$ cat src/sv/ipdfr_pkg.sv
// Shared constants, types and helpers of the IPD command frame receiver.
// No dependencies; every other file but ipdfr_if takes its names from here by scope.
`timescale 1ns / 1ps
`default_nettype none
package ipdfr_pkg;

  localparam int PAYLOAD_MAX = 32;
  localparam int HEADER_MAX  = 32;

  localparam int IDX_W  = $clog2(PAYLOAD_MAX);
  localparam int MEM_AW = IDX_W + 1;
  localparam int HCNT_W = $clog2(HEADER_MAX);

  localparam logic [7:0] FRAME_HEAD = 8'hAA;
  localparam logic [7:0] FRAME_TAIL = 8'h55;
  localparam logic [7:0] CH_PLUS    = 8'h2B;
  localparam logic [7:0] CH_COLON   = 8'h3A;
  localparam logic [7:0] CH_COMMA   = 8'h2C;
  localparam logic [7:0] CH_ZERO    = 8'h30;
  localparam logic [7:0] CH_NINE    = 8'h39;

  // header phases: 0..3 walk the "IPD," prefix
  localparam logic [2:0] PH_DIGITS1 = 3'd4;
  localparam logic [2:0] PH_DIGITS2 = 3'd5;
  localparam logic [2:0] PH_BAD     = 3'd6;

  typedef struct packed {
    logic              we;
    logic [MEM_AW-1:0] addr;
    logic [7:0]        data;
  } wr_port_t;

  typedef struct packed {
    logic [7:0] link;
    logic [7:0] cmd;
    logic [5:0] len;
    logic       bank;
  } frame_desc_t;

  typedef struct packed {
    logic empty;
    logic full;
  } q_status_t;

  function automatic logic [7:0] prefix_char(input logic [1:0] ph);
    logic [7:0] ch;
    unique case (ph)
      2'd0:    ch = 8'h49;  // I
      2'd1:    ch = 8'h50;  // P
      2'd2:    ch = 8'h44;  // D
      default: ch = CH_COMMA;
    endcase
    return ch;
  endfunction

endpackage
`default_nettype wire

$ cat src/sv/ipdfr_if.sv
// Valid/ready channel interfaces for received bytes and frame results.
// Depends on nothing but the port widths of the receiver.
`timescale 1ns / 1ps
`default_nettype none
interface ipdfr_in_if;
  logic       valid;
  logic       ready;
  logic [7:0] rx_byte;

  modport source (output valid, output rx_byte, input ready);
  modport sink   (input valid, input rx_byte, output ready);
endinterface

interface ipdfr_out_if;
  logic       valid;
  logic       ready;
  logic [7:0] link_id;
  logic [7:0] command;
  logic [5:0] payload_length;
  logic [4:0] byte_index;
  logic [7:0] payload_byte;
  logic       byte_valid;
  logic       last;

  modport source (output valid, output link_id, output command, output payload_length,
                  output byte_index, output payload_byte, output byte_valid,
                  output last, input ready);
  modport sink   (input valid, input link_id, input command, input payload_length,
                  input byte_index, input payload_byte, input byte_valid,
                  input last, output ready);
endinterface
`default_nettype wire

$ cat src/sv/ipdfr_front.sv
// Byte parser: header check, frame capture, sum and tail check.
// Depends on ipdfr_pkg and ipdfr_in_if; feeds the payload RAM and descriptor queue.
`timescale 1ns / 1ps
`default_nettype none
module ipdfr_front (
  input  wire logic                   clk,
  input  wire logic                   rst_n,
  ipdfr_in_if.sink                    in_ch,
  input  wire ipdfr_pkg::q_status_t   q_stat,
  output ipdfr_pkg::wr_port_t         wr,
  output logic                        push,
  output ipdfr_pkg::frame_desc_t      desc
);

  localparam logic [1:0] M_IDLE   = 2'd0;
  localparam logic [1:0] M_HEADER = 2'd1;
  localparam logic [1:0] M_WAIT   = 2'd2;
  localparam logic [1:0] M_BODY   = 2'd3;

  localparam logic [ipdfr_pkg::HCNT_W:0] HDR_LIMIT =
    (ipdfr_pkg::HCNT_W + 1)'(ipdfr_pkg::HEADER_MAX - 1);

  logic [1:0]                   mode_r, mode_nxt;
  logic [ipdfr_pkg::HCNT_W-1:0] hcnt_r, hcnt_nxt;
  logic [ipdfr_pkg::HCNT_W:0]   hcnt_inc;
  logic [2:0]                   phase_r, phase_nxt;
  logic [7:0]                   acc_r, acc_nxt;
  logic                         seen_r, seen_nxt;
  logic [7:0]                   link_r, link_nxt;
  logic [5:0]                   fcnt_r, fcnt_nxt;
  logic [5:0]                   pidx;
  logic [7:0]                   cmd_r, cmd_nxt;
  logic [5:0]                   flen_r, flen_nxt;
  logic [7:0]                   sum_r, sum_nxt;
  logic                         bank_r, bank_nxt;
  logic                         fire;
  logic [7:0]                   b;
  logic                         is_digit;
  logic [7:0]                   digit;

  assign in_ch.ready = !q_stat.full;
  assign fire        = in_ch.valid && in_ch.ready;
  assign b           = in_ch.rx_byte;
  assign is_digit    = (b >= ipdfr_pkg::CH_ZERO) && (b <= ipdfr_pkg::CH_NINE);
  assign digit       = b - ipdfr_pkg::CH_ZERO;
  assign hcnt_inc    = {1'b0, hcnt_r} + 1'b1;
  assign pidx        = fcnt_r - 6'd2;

  assign desc.link = link_r;
  assign desc.cmd  = cmd_r;
  assign desc.len  = flen_r;
  assign desc.bank = bank_r;

  always_comb begin
    mode_nxt  = mode_r;
    hcnt_nxt  = hcnt_r;
    phase_nxt = phase_r;
    acc_nxt   = acc_r;
    seen_nxt  = seen_r;
    link_nxt  = link_r;
    fcnt_nxt  = fcnt_r;
    cmd_nxt   = cmd_r;
    flen_nxt  = flen_r;
    sum_nxt   = sum_r;
    bank_nxt  = bank_r;
    push      = 1'b0;
    wr.we     = 1'b0;
    wr.addr   = {bank_r, pidx[ipdfr_pkg::IDX_W-1:0]};
    wr.data   = b;
    if (fire) begin
      unique case (mode_r)
        M_IDLE: begin
          if (b == ipdfr_pkg::CH_PLUS) begin
            mode_nxt  = M_HEADER;
            hcnt_nxt  = ipdfr_pkg::HCNT_W'(1);
            phase_nxt = 3'd0;
            acc_nxt   = 8'd0;
            seen_nxt  = 1'b0;
          end else if (b == ipdfr_pkg::FRAME_HEAD) begin
            mode_nxt = M_BODY;
            fcnt_nxt = 6'd0;
            flen_nxt = 6'd0;
            sum_nxt  = 8'd0;
          end
        end
        M_HEADER: begin
          hcnt_nxt = hcnt_inc[ipdfr_pkg::HCNT_W-1:0];
          // length limit wins over the colon test
          if (hcnt_inc >= HDR_LIMIT) begin
            mode_nxt = M_IDLE;
          end else if (b == ipdfr_pkg::CH_COLON) begin
            if (phase_r == ipdfr_pkg::PH_DIGITS2 && seen_r) begin
              link_nxt = acc_r;
              mode_nxt = M_WAIT;
            end else begin
              mode_nxt = M_IDLE;
            end
          end else if (phase_r < ipdfr_pkg::PH_DIGITS1) begin
            phase_nxt = (b == ipdfr_pkg::prefix_char(phase_r[1:0])) ?
                        phase_r + 3'd1 : ipdfr_pkg::PH_BAD;
          end else if (phase_r == ipdfr_pkg::PH_DIGITS1) begin
            if (is_digit) begin
              acc_nxt  = 8'((acc_r << 3) + (acc_r << 1) + digit);
              seen_nxt = 1'b1;
            end else if (b == ipdfr_pkg::CH_COMMA && seen_r) begin
              phase_nxt = ipdfr_pkg::PH_DIGITS2;
              seen_nxt  = 1'b0;
            end else begin
              phase_nxt = ipdfr_pkg::PH_BAD;
            end
          end else if (phase_r == ipdfr_pkg::PH_DIGITS2) begin
            if (is_digit) seen_nxt = 1'b1;
            else          phase_nxt = ipdfr_pkg::PH_BAD;
          end
        end
        M_WAIT: begin
          if (b == ipdfr_pkg::FRAME_HEAD) begin
            mode_nxt = M_BODY;
            fcnt_nxt = 6'd0;
            flen_nxt = 6'd0;
            sum_nxt  = 8'd0;
          end
        end
        M_BODY: begin
          if (fcnt_r == 6'd0) begin
            cmd_nxt  = b;
            sum_nxt  = b;
            fcnt_nxt = fcnt_r + 6'd1;
          end else if (fcnt_r == 6'd1) begin
            if (b > 8'(ipdfr_pkg::PAYLOAD_MAX)) begin
              mode_nxt = M_IDLE;
            end else begin
              flen_nxt = b[5:0];
              sum_nxt  = sum_r + b;
              fcnt_nxt = fcnt_r + 6'd1;
            end
          end else if (pidx < flen_r) begin
            wr.we    = 1'b1;
            sum_nxt  = sum_r + b;
            fcnt_nxt = fcnt_r + 6'd1;
          end else if (pidx == flen_r) begin
            sum_nxt  = sum_r ^ b;
            fcnt_nxt = fcnt_r + 6'd1;
          end else begin
            mode_nxt = M_IDLE;
            if (b == ipdfr_pkg::FRAME_TAIL && sum_r == 8'd0) begin
              push     = 1'b1;
              bank_nxt = !bank_r;
            end
          end
        end
        default: mode_nxt = M_IDLE;
      endcase
    end
  end

  always_ff @(posedge clk) begin
    if (!rst_n) begin
      mode_r  <= M_IDLE;
      hcnt_r  <= '0;
      phase_r <= 3'd0;
      acc_r   <= 8'd0;
      seen_r  <= 1'b0;
      link_r  <= 8'd0;
      fcnt_r  <= 6'd0;
      cmd_r   <= 8'd0;
      flen_r  <= 6'd0;
      sum_r   <= 8'd0;
      bank_r  <= 1'b0;
    end else begin
      mode_r  <= mode_nxt;
      hcnt_r  <= hcnt_nxt;
      phase_r <= phase_nxt;
      acc_r   <= acc_nxt;
      seen_r  <= seen_nxt;
      link_r  <= link_nxt;
      fcnt_r  <= fcnt_nxt;
      cmd_r   <= cmd_nxt;
      flen_r  <= flen_nxt;
      sum_r   <= sum_nxt;
      bank_r  <= bank_nxt;
    end
  end

endmodule
`default_nettype wire

$ cat src/sv/ipdfr_queue.sv
// Two-entry queue of validated frame descriptors between parser and drain.
// Depends on ipdfr_pkg.
`timescale 1ns / 1ps
`default_nettype none
module ipdfr_queue (
  input  wire logic                   clk,
  input  wire logic                   rst_n,
  input  wire logic                   push,
  input  wire ipdfr_pkg::frame_desc_t push_desc,
  input  wire logic                   pop,
  output ipdfr_pkg::frame_desc_t      head,
  output ipdfr_pkg::q_status_t        q_stat
);

  ipdfr_pkg::frame_desc_t entry_r [2];
  logic       wptr_r, wptr_nxt;
  logic       rptr_r, rptr_nxt;
  logic [1:0] cnt_r, cnt_nxt;

  assign head         = entry_r[rptr_r];
  assign q_stat.empty = (cnt_r == 2'd0);
  assign q_stat.full  = (cnt_r == 2'd2);

  always_comb begin
    wptr_nxt = push ? !wptr_r : wptr_r;
    rptr_nxt = pop  ? !rptr_r : rptr_r;
    cnt_nxt  = cnt_r + {1'b0, push} - {1'b0, pop};
  end

  always_ff @(posedge clk) begin
    if (push) entry_r[wptr_r] <= push_desc;
  end

  always_ff @(posedge clk) begin
    if (!rst_n) begin
      wptr_r <= 1'b0;
      rptr_r <= 1'b0;
      cnt_r  <= 2'd0;
    end else begin
      wptr_r <= wptr_nxt;
      rptr_r <= rptr_nxt;
      cnt_r  <= cnt_nxt;
    end
  end

  as_push_room: assert property (@(posedge clk) disable iff (!rst_n)
    push |-> (!q_stat.full || pop)) else $error("descriptor pushed into full queue");
  as_pop_data: assert property (@(posedge clk) disable iff (!rst_n)
    pop |-> !q_stat.empty) else $error("descriptor popped from empty queue");

endmodule
`default_nettype wire

$ cat src/sv/ipdfr_back.sv
// Result drain: double-banked payload RAM and per-byte result sequencer.
// Depends on ipdfr_pkg and ipdfr_out_if; reads descriptors from ipdfr_queue.
`timescale 1ns / 1ps
`default_nettype none
module ipdfr_back (
  input  wire logic                   clk,
  input  wire logic                   rst_n,
  input  wire ipdfr_pkg::wr_port_t    wr,
  input  wire ipdfr_pkg::frame_desc_t head,
  input  wire ipdfr_pkg::q_status_t   q_stat,
  output logic                        pop,
  ipdfr_out_if.source                 out_ch
);

  localparam logic [1:0] B_IDLE = 2'd0;
  localparam logic [1:0] B_READ = 2'd1;
  localparam logic [1:0] B_LOAD = 2'd2;

  logic [7:0] mem [2**ipdfr_pkg::MEM_AW];
  logic [7:0] rd_data_r;
  logic       rd_en;

  logic [1:0]                  state_r, state_nxt;
  logic [ipdfr_pkg::IDX_W-1:0] k_r, k_nxt;
  logic                        last_hit;
  logic                        has_data;
  logic                        load;

  logic       ovalid_r, ovalid_nxt;
  logic [7:0] olink_r, ocmd_r, obyte_r;
  logic [5:0] olen_r;
  logic [4:0] oidx_r;
  logic       obv_r, olast_r;

  assign has_data = (head.len != 6'd0);
  assign last_hit = !has_data || ({1'b0, k_r} == head.len - 6'd1);
  assign rd_en    = (state_r == B_READ);
  assign load     = (state_r == B_LOAD) && (!ovalid_r || out_ch.ready);
  assign pop      = load && last_hit;

  always_ff @(posedge clk) begin
    if (wr.we) mem[wr.addr] <= wr.data;
  end

  always_ff @(posedge clk) begin
    if (rd_en) rd_data_r <= mem[{head.bank, k_r}];
  end

  always_comb begin
    state_nxt = state_r;
    k_nxt     = k_r;
    unique case (state_r)
      B_IDLE: begin
        if (!q_stat.empty) begin
          k_nxt     = '0;
          state_nxt = B_READ;
        end
      end
      B_READ: state_nxt = B_LOAD;
      B_LOAD: begin
        if (load) begin
          if (last_hit) begin
            state_nxt = B_IDLE;
          end else begin
            k_nxt     = k_r + 1'b1;
            state_nxt = B_READ;
          end
        end
      end
      default: state_nxt = B_IDLE;
    endcase
  end

  always_comb begin
    ovalid_nxt = ovalid_r;
    if (load)              ovalid_nxt = 1'b1;
    else if (out_ch.ready) ovalid_nxt = 1'b0;
  end

  always_ff @(posedge clk) begin
    if (load) begin
      olink_r <= head.link;
      ocmd_r  <= head.cmd;
      olen_r  <= head.len;
      oidx_r  <= 5'(k_r);
      obyte_r <= has_data ? rd_data_r : 8'd0;
      obv_r   <= has_data;
      olast_r <= last_hit;
    end
  end

  always_ff @(posedge clk) begin
    if (!rst_n) begin
      state_r  <= B_IDLE;
      k_r      <= '0;
      ovalid_r <= 1'b0;
    end else begin
      state_r  <= state_nxt;
      k_r      <= k_nxt;
      ovalid_r <= ovalid_nxt;
    end
  end

  assign out_ch.valid          = ovalid_r;
  assign out_ch.link_id        = olink_r;
  assign out_ch.command        = ocmd_r;
  assign out_ch.payload_length = olen_r;
  assign out_ch.byte_index     = oidx_r;
  assign out_ch.payload_byte   = obyte_r;
  assign out_ch.byte_valid     = obv_r;
  assign out_ch.last           = olast_r;

  as_drain_has_frame: assert property (@(posedge clk) disable iff (!rst_n)
    (state_r != B_IDLE) |-> !q_stat.empty) else $error("drain active without a frame");

endmodule
`default_nettype wire

$ cat src/sv/ipd_command_frame_receiver.sv
// Top level of the IPD command frame receiver: parser, descriptor queue, drain.
// Depends on ipdfr_pkg, ipdfr_if, ipdfr_front, ipdfr_queue and ipdfr_back.
`timescale 1ns / 1ps
`default_nettype none
// The receiver takes one serial byte per beat on in_ch and accepts it while the
// queue is not full. A "+IPD,<link>,<len>:" header records the link number, then
// the parser waits for 0xAA; a bare 0xAA in idle opens a frame at once. A frame
// is 0xAA, command, length (up to 32), payload, sum and 0x55. Frames with a good
// sum and tail produce one result beat per payload byte on out_ch (one beat
// with byte_valid low for an empty payload), the final beat flagged by last.
// Each result beat passes the drain's RAM read, then its output register load,
// which waits while out_ch stalls. The payload RAM has two banks and the
// descriptor queue two entries: the parser keeps taking bytes while one frame
// drains and stalls in_ch only when the queue holds two validated frames.
module ipd_command_frame_receiver (
  input  wire logic   clk,
  input  wire logic   rst_n,
  ipdfr_in_if.sink    in_ch,
  ipdfr_out_if.source out_ch
);

  ipdfr_pkg::wr_port_t    wr;
  ipdfr_pkg::frame_desc_t push_desc;
  ipdfr_pkg::frame_desc_t head;
  ipdfr_pkg::q_status_t   q_stat;
  logic                   push;
  logic                   pop;

  // classify bytes, capture payload into the free bank, push good frames
  ipdfr_front u_front (
    .clk    (clk),
    .rst_n  (rst_n),
    .in_ch  (in_ch),
    .q_stat (q_stat),
    .wr     (wr),
    .push   (push),
    .desc   (push_desc)
  );

  // hold validated frames until the drain takes them
  ipdfr_queue u_queue (
    .clk       (clk),
    .rst_n     (rst_n),
    .push      (push),
    .push_desc (push_desc),
    .pop       (pop),
    .head      (head),
    .q_stat    (q_stat)
  );

  // walk the head frame's bank and emit result beats
  ipdfr_back u_back (
    .clk    (clk),
    .rst_n  (rst_n),
    .wr     (wr),
    .head   (head),
    .q_stat (q_stat),
    .pop    (pop),
    .out_ch (out_ch)
  );

  // the parser must never write the bank the drain is reading
  as_bank_split: assert property (@(posedge clk) disable iff (!rst_n)
    (wr.we && !q_stat.empty) |-> (wr.addr[ipdfr_pkg::MEM_AW-1] != head.bank))
    else $error("payload write into bank being drained");
  as_no_write_full: assert property (@(posedge clk) disable iff (!rst_n)
    q_stat.full |-> (!wr.we && !push))
    else $error("parser active while both banks are held");

endmodule
`default_nettype wire

$ cat src/flat_wrapper.sv
// flat-port wrapper written by rule: the top's interface ports become plain ports
module ipd_command_frame_receiver_flat 
  (clk, rst_n, in_ch_valid, in_ch_rx_byte, in_ch_ready, out_ch_valid, out_ch_link_id, out_ch_command, out_ch_payload_length, out_ch_byte_index, out_ch_payload_byte, out_ch_byte_valid, out_ch_last, out_ch_ready);
  ipdfr_in_if in_ch_i ();
  ipdfr_out_if out_ch_i ();
  input  wire logic clk;
  input  wire logic rst_n;
  input wire logic [$bits(in_ch_i.valid)-1:0] in_ch_valid;
  input wire logic [$bits(in_ch_i.rx_byte)-1:0] in_ch_rx_byte;
  output wire logic [$bits(in_ch_i.ready)-1:0] in_ch_ready;
  output wire logic [$bits(out_ch_i.valid)-1:0] out_ch_valid;
  output wire logic [$bits(out_ch_i.link_id)-1:0] out_ch_link_id;
  output wire logic [$bits(out_ch_i.command)-1:0] out_ch_command;
  output wire logic [$bits(out_ch_i.payload_length)-1:0] out_ch_payload_length;
  output wire logic [$bits(out_ch_i.byte_index)-1:0] out_ch_byte_index;
  output wire logic [$bits(out_ch_i.payload_byte)-1:0] out_ch_payload_byte;
  output wire logic [$bits(out_ch_i.byte_valid)-1:0] out_ch_byte_valid;
  output wire logic [$bits(out_ch_i.last)-1:0] out_ch_last;
  input wire logic [$bits(out_ch_i.ready)-1:0] out_ch_ready;
  assign in_ch_i.valid = in_ch_valid;
  assign in_ch_i.rx_byte = in_ch_rx_byte;
  assign in_ch_ready = in_ch_i.ready;
  assign out_ch_valid = out_ch_i.valid;
  assign out_ch_link_id = out_ch_i.link_id;
  assign out_ch_command = out_ch_i.command;
  assign out_ch_payload_length = out_ch_i.payload_length;
  assign out_ch_byte_index = out_ch_i.byte_index;
  assign out_ch_payload_byte = out_ch_i.payload_byte;
  assign out_ch_byte_valid = out_ch_i.byte_valid;
  assign out_ch_last = out_ch_i.last;
  assign out_ch_i.ready = out_ch_ready;
  ipd_command_frame_receiver u_core (.clk(clk), .rst_n(rst_n), .in_ch(in_ch_i), .out_ch(out_ch_i));
endmodule
$ cat config.mk
export PLATFORM = sky130hd
export DESIGN_NAME = ipd_command_frame_receiver_flat
export DESIGN_NICKNAME = d
export VERILOG_FILES = /design/src/sv/ipdfr_pkg.sv /design/src/sv/ipdfr_if.sv /design/src/sv/ipdfr_front.sv /design/src/sv/ipdfr_queue.sv /design/src/sv/ipdfr_back.sv /design/src/sv/ipd_command_frame_receiver.sv /design/src/flat_wrapper.sv
export SDC_FILE = /design/constraint.sdc
export NUM_CORES = 1
export LEC_CHECK = 0
export BUFFER_PORTS_ARGS = -buffer_cell sky130_fd_sc_hd__buf_2
export CORE_ASPECT_RATIO = 1.1
export CORE_MARGIN = 4
export CORE_UTILIZATION = 35
export CTS_CLUSTER_DIAMETER = 100
export DETAILED_ROUTE_END_ITERATION = 10
export HOLD_SLACK_MARGIN = 0.15
export PLACE_DENSITY = 0.55
export SLEW_MARGIN = 20
export SYNTH_ARGS = -nofsm -noshare
export SYNTH_HDL_FRONTEND = slang
export SYNTH_SLANG_ARGS = --single-unit
$ cat constraint.sdc
create_clock -name clk -period 5 [get_ports clk]
set_clock_uncertainty 0.1 [all_clocks]
set_input_delay 1 -clock clk [delete_from_list [all_inputs] [get_ports clk]]
set_output_delay 1 -clock clk [all_outputs]
set_load 0.01 [all_outputs]
**Word-level counts from Yosys, hierarchy flattened**

Memories as Yosys holds them, arrays and structs flattened. A register that Yosys moved wholly into a read port is not among the register bits.
Index checks and enable logic that the tools add are counted.

- Memories: 2
- Word-level logic and storage cells: 229
- Latch bits: 0
- RAM bits: 558
- Register bits: 105
- ROM bits: 0

Memory list:

| memory | depth | bits a word | read ports | clocked after Yosys merged registers in | write ports | RTL line | text |
|---|---|---|---|---|---|---|---|
| u_core.u_back.mem | 64 | 8 | 1 | 1 | 1 | ipdfr_back.sv:19 | `logic [7:0] mem [2**ipdfr_pkg::MEM_AW];` |
| u_core.u_queue.entry_r | 2 | 23 | 1 | 1 | 1 | ipdfr_queue.sv:15 | `ipdfr_pkg::frame_desc_t entry_r [2];` |

- Equality and inequality tests: 44
- Bitwise operators: 6
- Shift-type cells: 0
- Add/subtract/negate cells: 12
- Div/mod/pow operators: 0
- Reductions and logical operators: 38
- Magnitude comparators: 6
- Multiplexer cells: 97
- Multiply operators: 0

Operators with widths:

| cell | number |
|---|---|
| two-way mux 8 bit | 18 |
| two-way mux 6 bit | 12 |
| one-hot mux 6 bit (3 select lines) | 2 |
| two-way mux 1 bit | 30 |
| two-way mux 3 bit | 9 |
| two-way mux 2 bit | 13 |
| inequality test 2 bit, second input constant | 13 |
| adder 8 bit | 3 |
| == test 8 x 6 -> 1 bit, second input constant | 3 |
| one-hot mux 8 bit (3 select lines) | 1 |
| inequality test 3 bit, second input constant | 7 |
| one-hot mux 7 bit (3 select lines) | 1 |
| two-way mux 5 bit | 4 |
| one-hot mux 5 bit (2 select lines) | 2 |
| inequality test 4 bit, second input constant | 4 |
| one-hot mux 8 bit (2 select lines) | 1 |
| AND reduction 8 bit | 2 |
| AND reduction 6 bit | 2 |
| == test 2 bit, second input constant | 5 |
| AND reduction 5 bit | 2 |
| AND reduction 9 bit | 1 |
| == test 8 x 7 -> 1 bit, second input constant | 1 |
| == test 8 bit | 1 |
| == test 8 bit, second input constant | 1 |
| other kinds (40) | 65 |

**Longest topological paths before layout**

- Depth after elaboration: 13
- Depth in mapped cells: 17
- Gate-level depth less buffers: 16

**Modules after synthesis**

From an unflattened synthesis, not the netlist that was laid out.

- Cells, all modules: 1635
- Area, all modules: 28031.9 µm²

Modules (own cells, without submodules):

| module | area an instance (µm²) | sequential area each (µm²) | cells an instance | times used |
|---|---|---|---|---|
| ipdfr_back | 22026.1 | 16886.2 | 1050 | 1 |
| ipdfr_front | 4117.7 | 1121.1 | 493 | 1 |
| ipdfr_queue | 1888.1 | 1481.4 | 92 | 1 |

**Worst setup path after synthesis**

OpenSTA, ideal clock, no wires.

- Path kind: reg2reg
- From: reg u_core.u_front.fcnt_r[1]
- To: mem u_core.u_queue.entry_r[0][0] in the netlist's numbering, enable pin
- Data arrival time: 3.638 ns
- Buffers on the path: 1
- Slack: 0.859 ns
- Period minus slack after synthesis: 4.141 ns
- Data required time: 4.497 ns
- Cell stages (with the launch flop): 13
- Cell sequence: dfxtp_1 -> inv_1 -> ha_1 -> xnor2_1 -> inv_1 -> ha_1 -> and4_1 -> o21a_1 -> nor3_1 -> nand3b_1 -> or4_1 -> clkbuf_1 -> nor2_1

- Longest elaborated chain between the ends: 10

RTL lines:

| element | RTL line | text |
|---|---|---|
| start: declaration | ipdfr_front.sv:30 | `logic [5:0] fcnt_r, fcnt_nxt;` |
| start signal: assignment | ipdfr_front.sv:177 | `fcnt_r <= fcnt_nxt;` |
| branches (longest 5 deep; another with subtractor 6 x 2 -> 6 bit) | -- |  |
| two-way mux 1 bit * | ipdfr_front.sv:125 | `if (fcnt_r == 6'd0) begin` |
| two-way mux 1 bit * | ipdfr_front.sv:71 | `unique case (mode_r)` |
| two-way mux 1 bit * | ipdfr_front.sv:70 | `if (fire) begin` |
| two-way mux 1 bit * | ipdfr_queue.sv:31 | `if (push) entry_r[wptr_r] <= push_desc;` |
| two-way mux 1 bit (implied by the code) * | ipdfr_queue.sv:31 |  |
| end: declaration | ipdfr_queue.sv:15 |  |

Every way passes the cells marked *.

**Final worst setup path**

- From: reg u_core.u_front.fcnt_r[1]
- To: mem u_core.u_back.mem[50][5], enable pin

- Longest elaborated chain between the ends: 9

RTL lines:

| element | RTL line | text |
|---|---|---|
| subtractor 6 x 2 -> 6 bit | ipdfr_front.sv:47 | `assign pidx = fcnt_r - 6'd2;` |
| less-than comparator 6 bit | ipdfr_front.sv:137 | `end else if (pidx < flen_r) begin` |
| two-way mux 1 bit | ipdfr_front.sv:137 |  |
| two-way mux 1 bit | ipdfr_front.sv:129 | `end else if (fcnt_r == 6'd1) begin` |
| two-way mux 1 bit | ipdfr_front.sv:125 |  |
| two-way mux 1 bit | ipdfr_front.sv:71 |  |
| two-way mux 1 bit | ipdfr_front.sv:70 |  |
| two-way mux 1 bit | ipdfr_back.sv:42 | `if (wr.we) mem[wr.addr] <= wr.data;` |
| two-way mux 1 bit (implied by the code) | ipdfr_back.sv:42 |  |
| end: declaration | ipdfr_back.sv:19 |  |

Parallel ways exist; a longest one is shown, timed or not.

==> metrics <==
outcome finished clean; endpoints failing setup 0; crit end category flop; setup TNS 0 ns; largest net degree at the start of global routing 85; post-layout min period ~4.5 ns; FILL cells 6993; setup bufs post-CTS 0; number of DRC markers in iteration 0 1018; Hold Startpoint u_core.u_front.link_r[1]; nets@finish between 1500 and 2000; clk_lat worst skew 0.63 ns; Syn Nets 1534; CTS root buf clkbuf_16; Port Buf Inserts 50; Die Width 274 µm; Post-synth EDFFs about 600; CTS resizes 0; vias in the first global route 14400; CTS tree built; pwr/cell area 355 nW/µm²; CTS buffer count 61; Final Hold Fails 0; yosys warns 0; FF-to-FF setup slack 0.51 ns; Longest Clk Path Bufs 3; Area Growth Syn to Fin 14.3%; Reg clk slew, reported paths 0.06 ns; Die Y-Extent 301 µm; initial antenna violation count 4; # DRC 0; GR Overflow Total 0; total wire length about 66000 µm; via count 13900; Worst Setup SP u_core.u_front.fcnt_r[1]; fmax 223 MHz; CP Class reg -> reg; cell taking the most area after synthesis edfxtp_1; vias per std cell 5.19; Mapped Cells around 1500; synthesized area 27300 µm²; drt wl/cell 24.7 µm; DP HPWL 42700 µm; Seq/Total Area, Yosys 71.5%; min-delay worst type reg -> reg; # hold bufs at CTS 0; #FFs+latches synth 672; Placed Area 29100 µm²; Synth Flop Type edfxtp_1; unrepaired setup endpoints after global routing no; RePlAce Congestion 0.807; Max FO, Critical Path 8; total power draw 0.0111 W; post-route ant nets 0; reg-to-reg startpoint u_core.u_front.fcnt_r[1]; CP required 5.15 ns; Synth top area share 66.4%; leading post-synthesis cells by cell area edfxtp_1, mux4_2, dfxtp_1, ha_1, nor2_1; final core utilization 40.3%; Worst Tran Pin Value approximately 1.1 ns; Max IR drop VDD 0.256 mV; core area 77400 µm²; Final period util 89.9%; GRT Overall Usage roughly 16%; Final Cell Area 31200 µm²; critical path arrival 4.65 ns; Die ar. 82400 µm²; Netlist cell types 60; Max Cap Viol 0; CTS Sinks 672; I/O pin cnt 51; leakage 10.0 nW; Startpoint Class flop; H-Tree Depth 2; Mean Syn Cell Area 18.5 µm²; First-pass DRT Iterations 7; first-pass GRT wire length 97800 µm; slew margin rel. between 20 and 30%; Post-synth ARST share 0%; Slew Limit Fails 0; # rows 107; share of cells above drive strength 1 25.2%; Starting Density 35.2%
[where the power goes]
part           internal (W)  switching [W]  total [W]
Clock               0.00273        0.00206    0.00479
Combinational     0.0000325       0.000146   0.000179
Sequential          0.00610     0.00000403    0.00610
[flip-flops by register name, summed over array words and instances (netlist names), 3 cells and up, named ones only]
signal                               cells
u_core.u_back.out_ch.byte_index          5
u_core.u_front.phase_r                   3
u_core.u_front.flen_r                    6
u_core.u_front.hcnt_r                    5
u_core.u_front.sum_r                     8
u_core.u_back.rd_data_r                  8
u_core.u_back.out_ch.command             8
u_core.u_back.out_ch.payload_length      6
u_core.u_queue.entry_r                  46
u_core.u_back.out_ch.link_id             8
u_core.u_back.k_r                        5
u_core.u_front.fcnt_r                    6
u_core.u_front.link_r                    8
u_core.u_front.acc_r                     8
u_core.u_back.mem                      512
u_core.u_front.cmd_r                     8
u_core.u_back.out_ch.payload_byte        8
[critical path, stage by stage (launching register included)]
cell and delay, ns:
dfxtp_1 0.43, inv_1 0.16, ha_1 0.25, xnor2_1 0.30, inv_1 0.15, ha_1 0.33, and4_1 0.21, o21a_1 0.13
nor3_1 0.17, and4_1 0.34, and2_1 0.21, nand2_1 0.55, nor2_1 0.79
[path summary, 6_finish.rpt]
kind / end / depth (start not counted)
max reg2reg: u_core.u_back.mem[50][5] / 12
min reg2reg: u_core.u_queue.entry_r[0][16] / 0
min: u_core.u_queue.entry_r[0][16] / 0
max: u_core.u_back.mem[50][5] / 12
[cell type report]
class	instances	area, µm²	share of cell area, %
well taps	1035	1290	4.16
multi-input cells	699	7370	23.6
diodes	1	2.50	0.00803
inverters	39	146	0.470
flip-flops and latches	672	19500	62.6
clock inverters	37	415	1.33
repair buffers	114	768	2.47
clock buffers	76	1660	5.34
[routing by layer]
metal	wire length [µm]	vias up	global-route usage (%)
met1	27100	7153	21.0
met5	0	-	0
li1	-	6098	-
met2	32200	497	26.7
met4	2630	0	6.19
met3	4070	121	3.15
[cells by family (layout without fill, tap and decap cells)]
logic type               after synthesis  after routing  share of synthesized area (%)
XOR/XNOR                              34             34                           1.09
flip-flops                           672            672                           71.5
multiplexers                         216            216                           15.7
buffers and inverters                103            266                           1.55
AO/OA/AOI/OAI                        100            100                           2.46
adder cells (fa/ha/maj)               48             48                           2.37
AND/OR/NAND/NOR                      301            301                           5.33
other                                  0              1                              0
[cells in the mapped netlist (all sizes together) (7+ instances only)]
library cell	number
a21oi	29
nor3	13
edfxtp	603
mux2i	31
xnor2	19
mux4	168
nand2b	19
clkbuf	37
nand4	14
xor2	15
o21ai	21
a21o	7
a22o	9
nor2b	13
and2	14
ha	42
nand2	54
dfxtp	69
buf	27
mux2	17
inv	38
nor2	117
nand3	23
[placed cells by master (no fill, tap or decap), types with 23 or more instances in the layout]
cell type / instances
nand2_1: 54
buf_2: 50
nand3_1: 23
clkbuf_16: 62
mux4_2: 168
nor2_1: 115
inv_1: 37
mux2i_1: 30
a21oi_1: 29
dfxtp_1: 65
ha_1: 42
edfxtp_1: 603
buf_4: 61
[through the flow]
step / std cells / worst slack (ns) / hold slack [ns]
3_5_place_dp: 2559 / 0.600 / 0.352
6_report: 2673 / 0.507 / 0.365
5_1_grt: 2672 / 0.225 / 0.382
2_1_floorplan: 1474 / 0.859 / 0.303
4_1_cts: 2672 / 0.572 / 0.367
3_3_place_gp: 2559 / 0.709 / 0.343
Power figures use the tool's default switching activity.
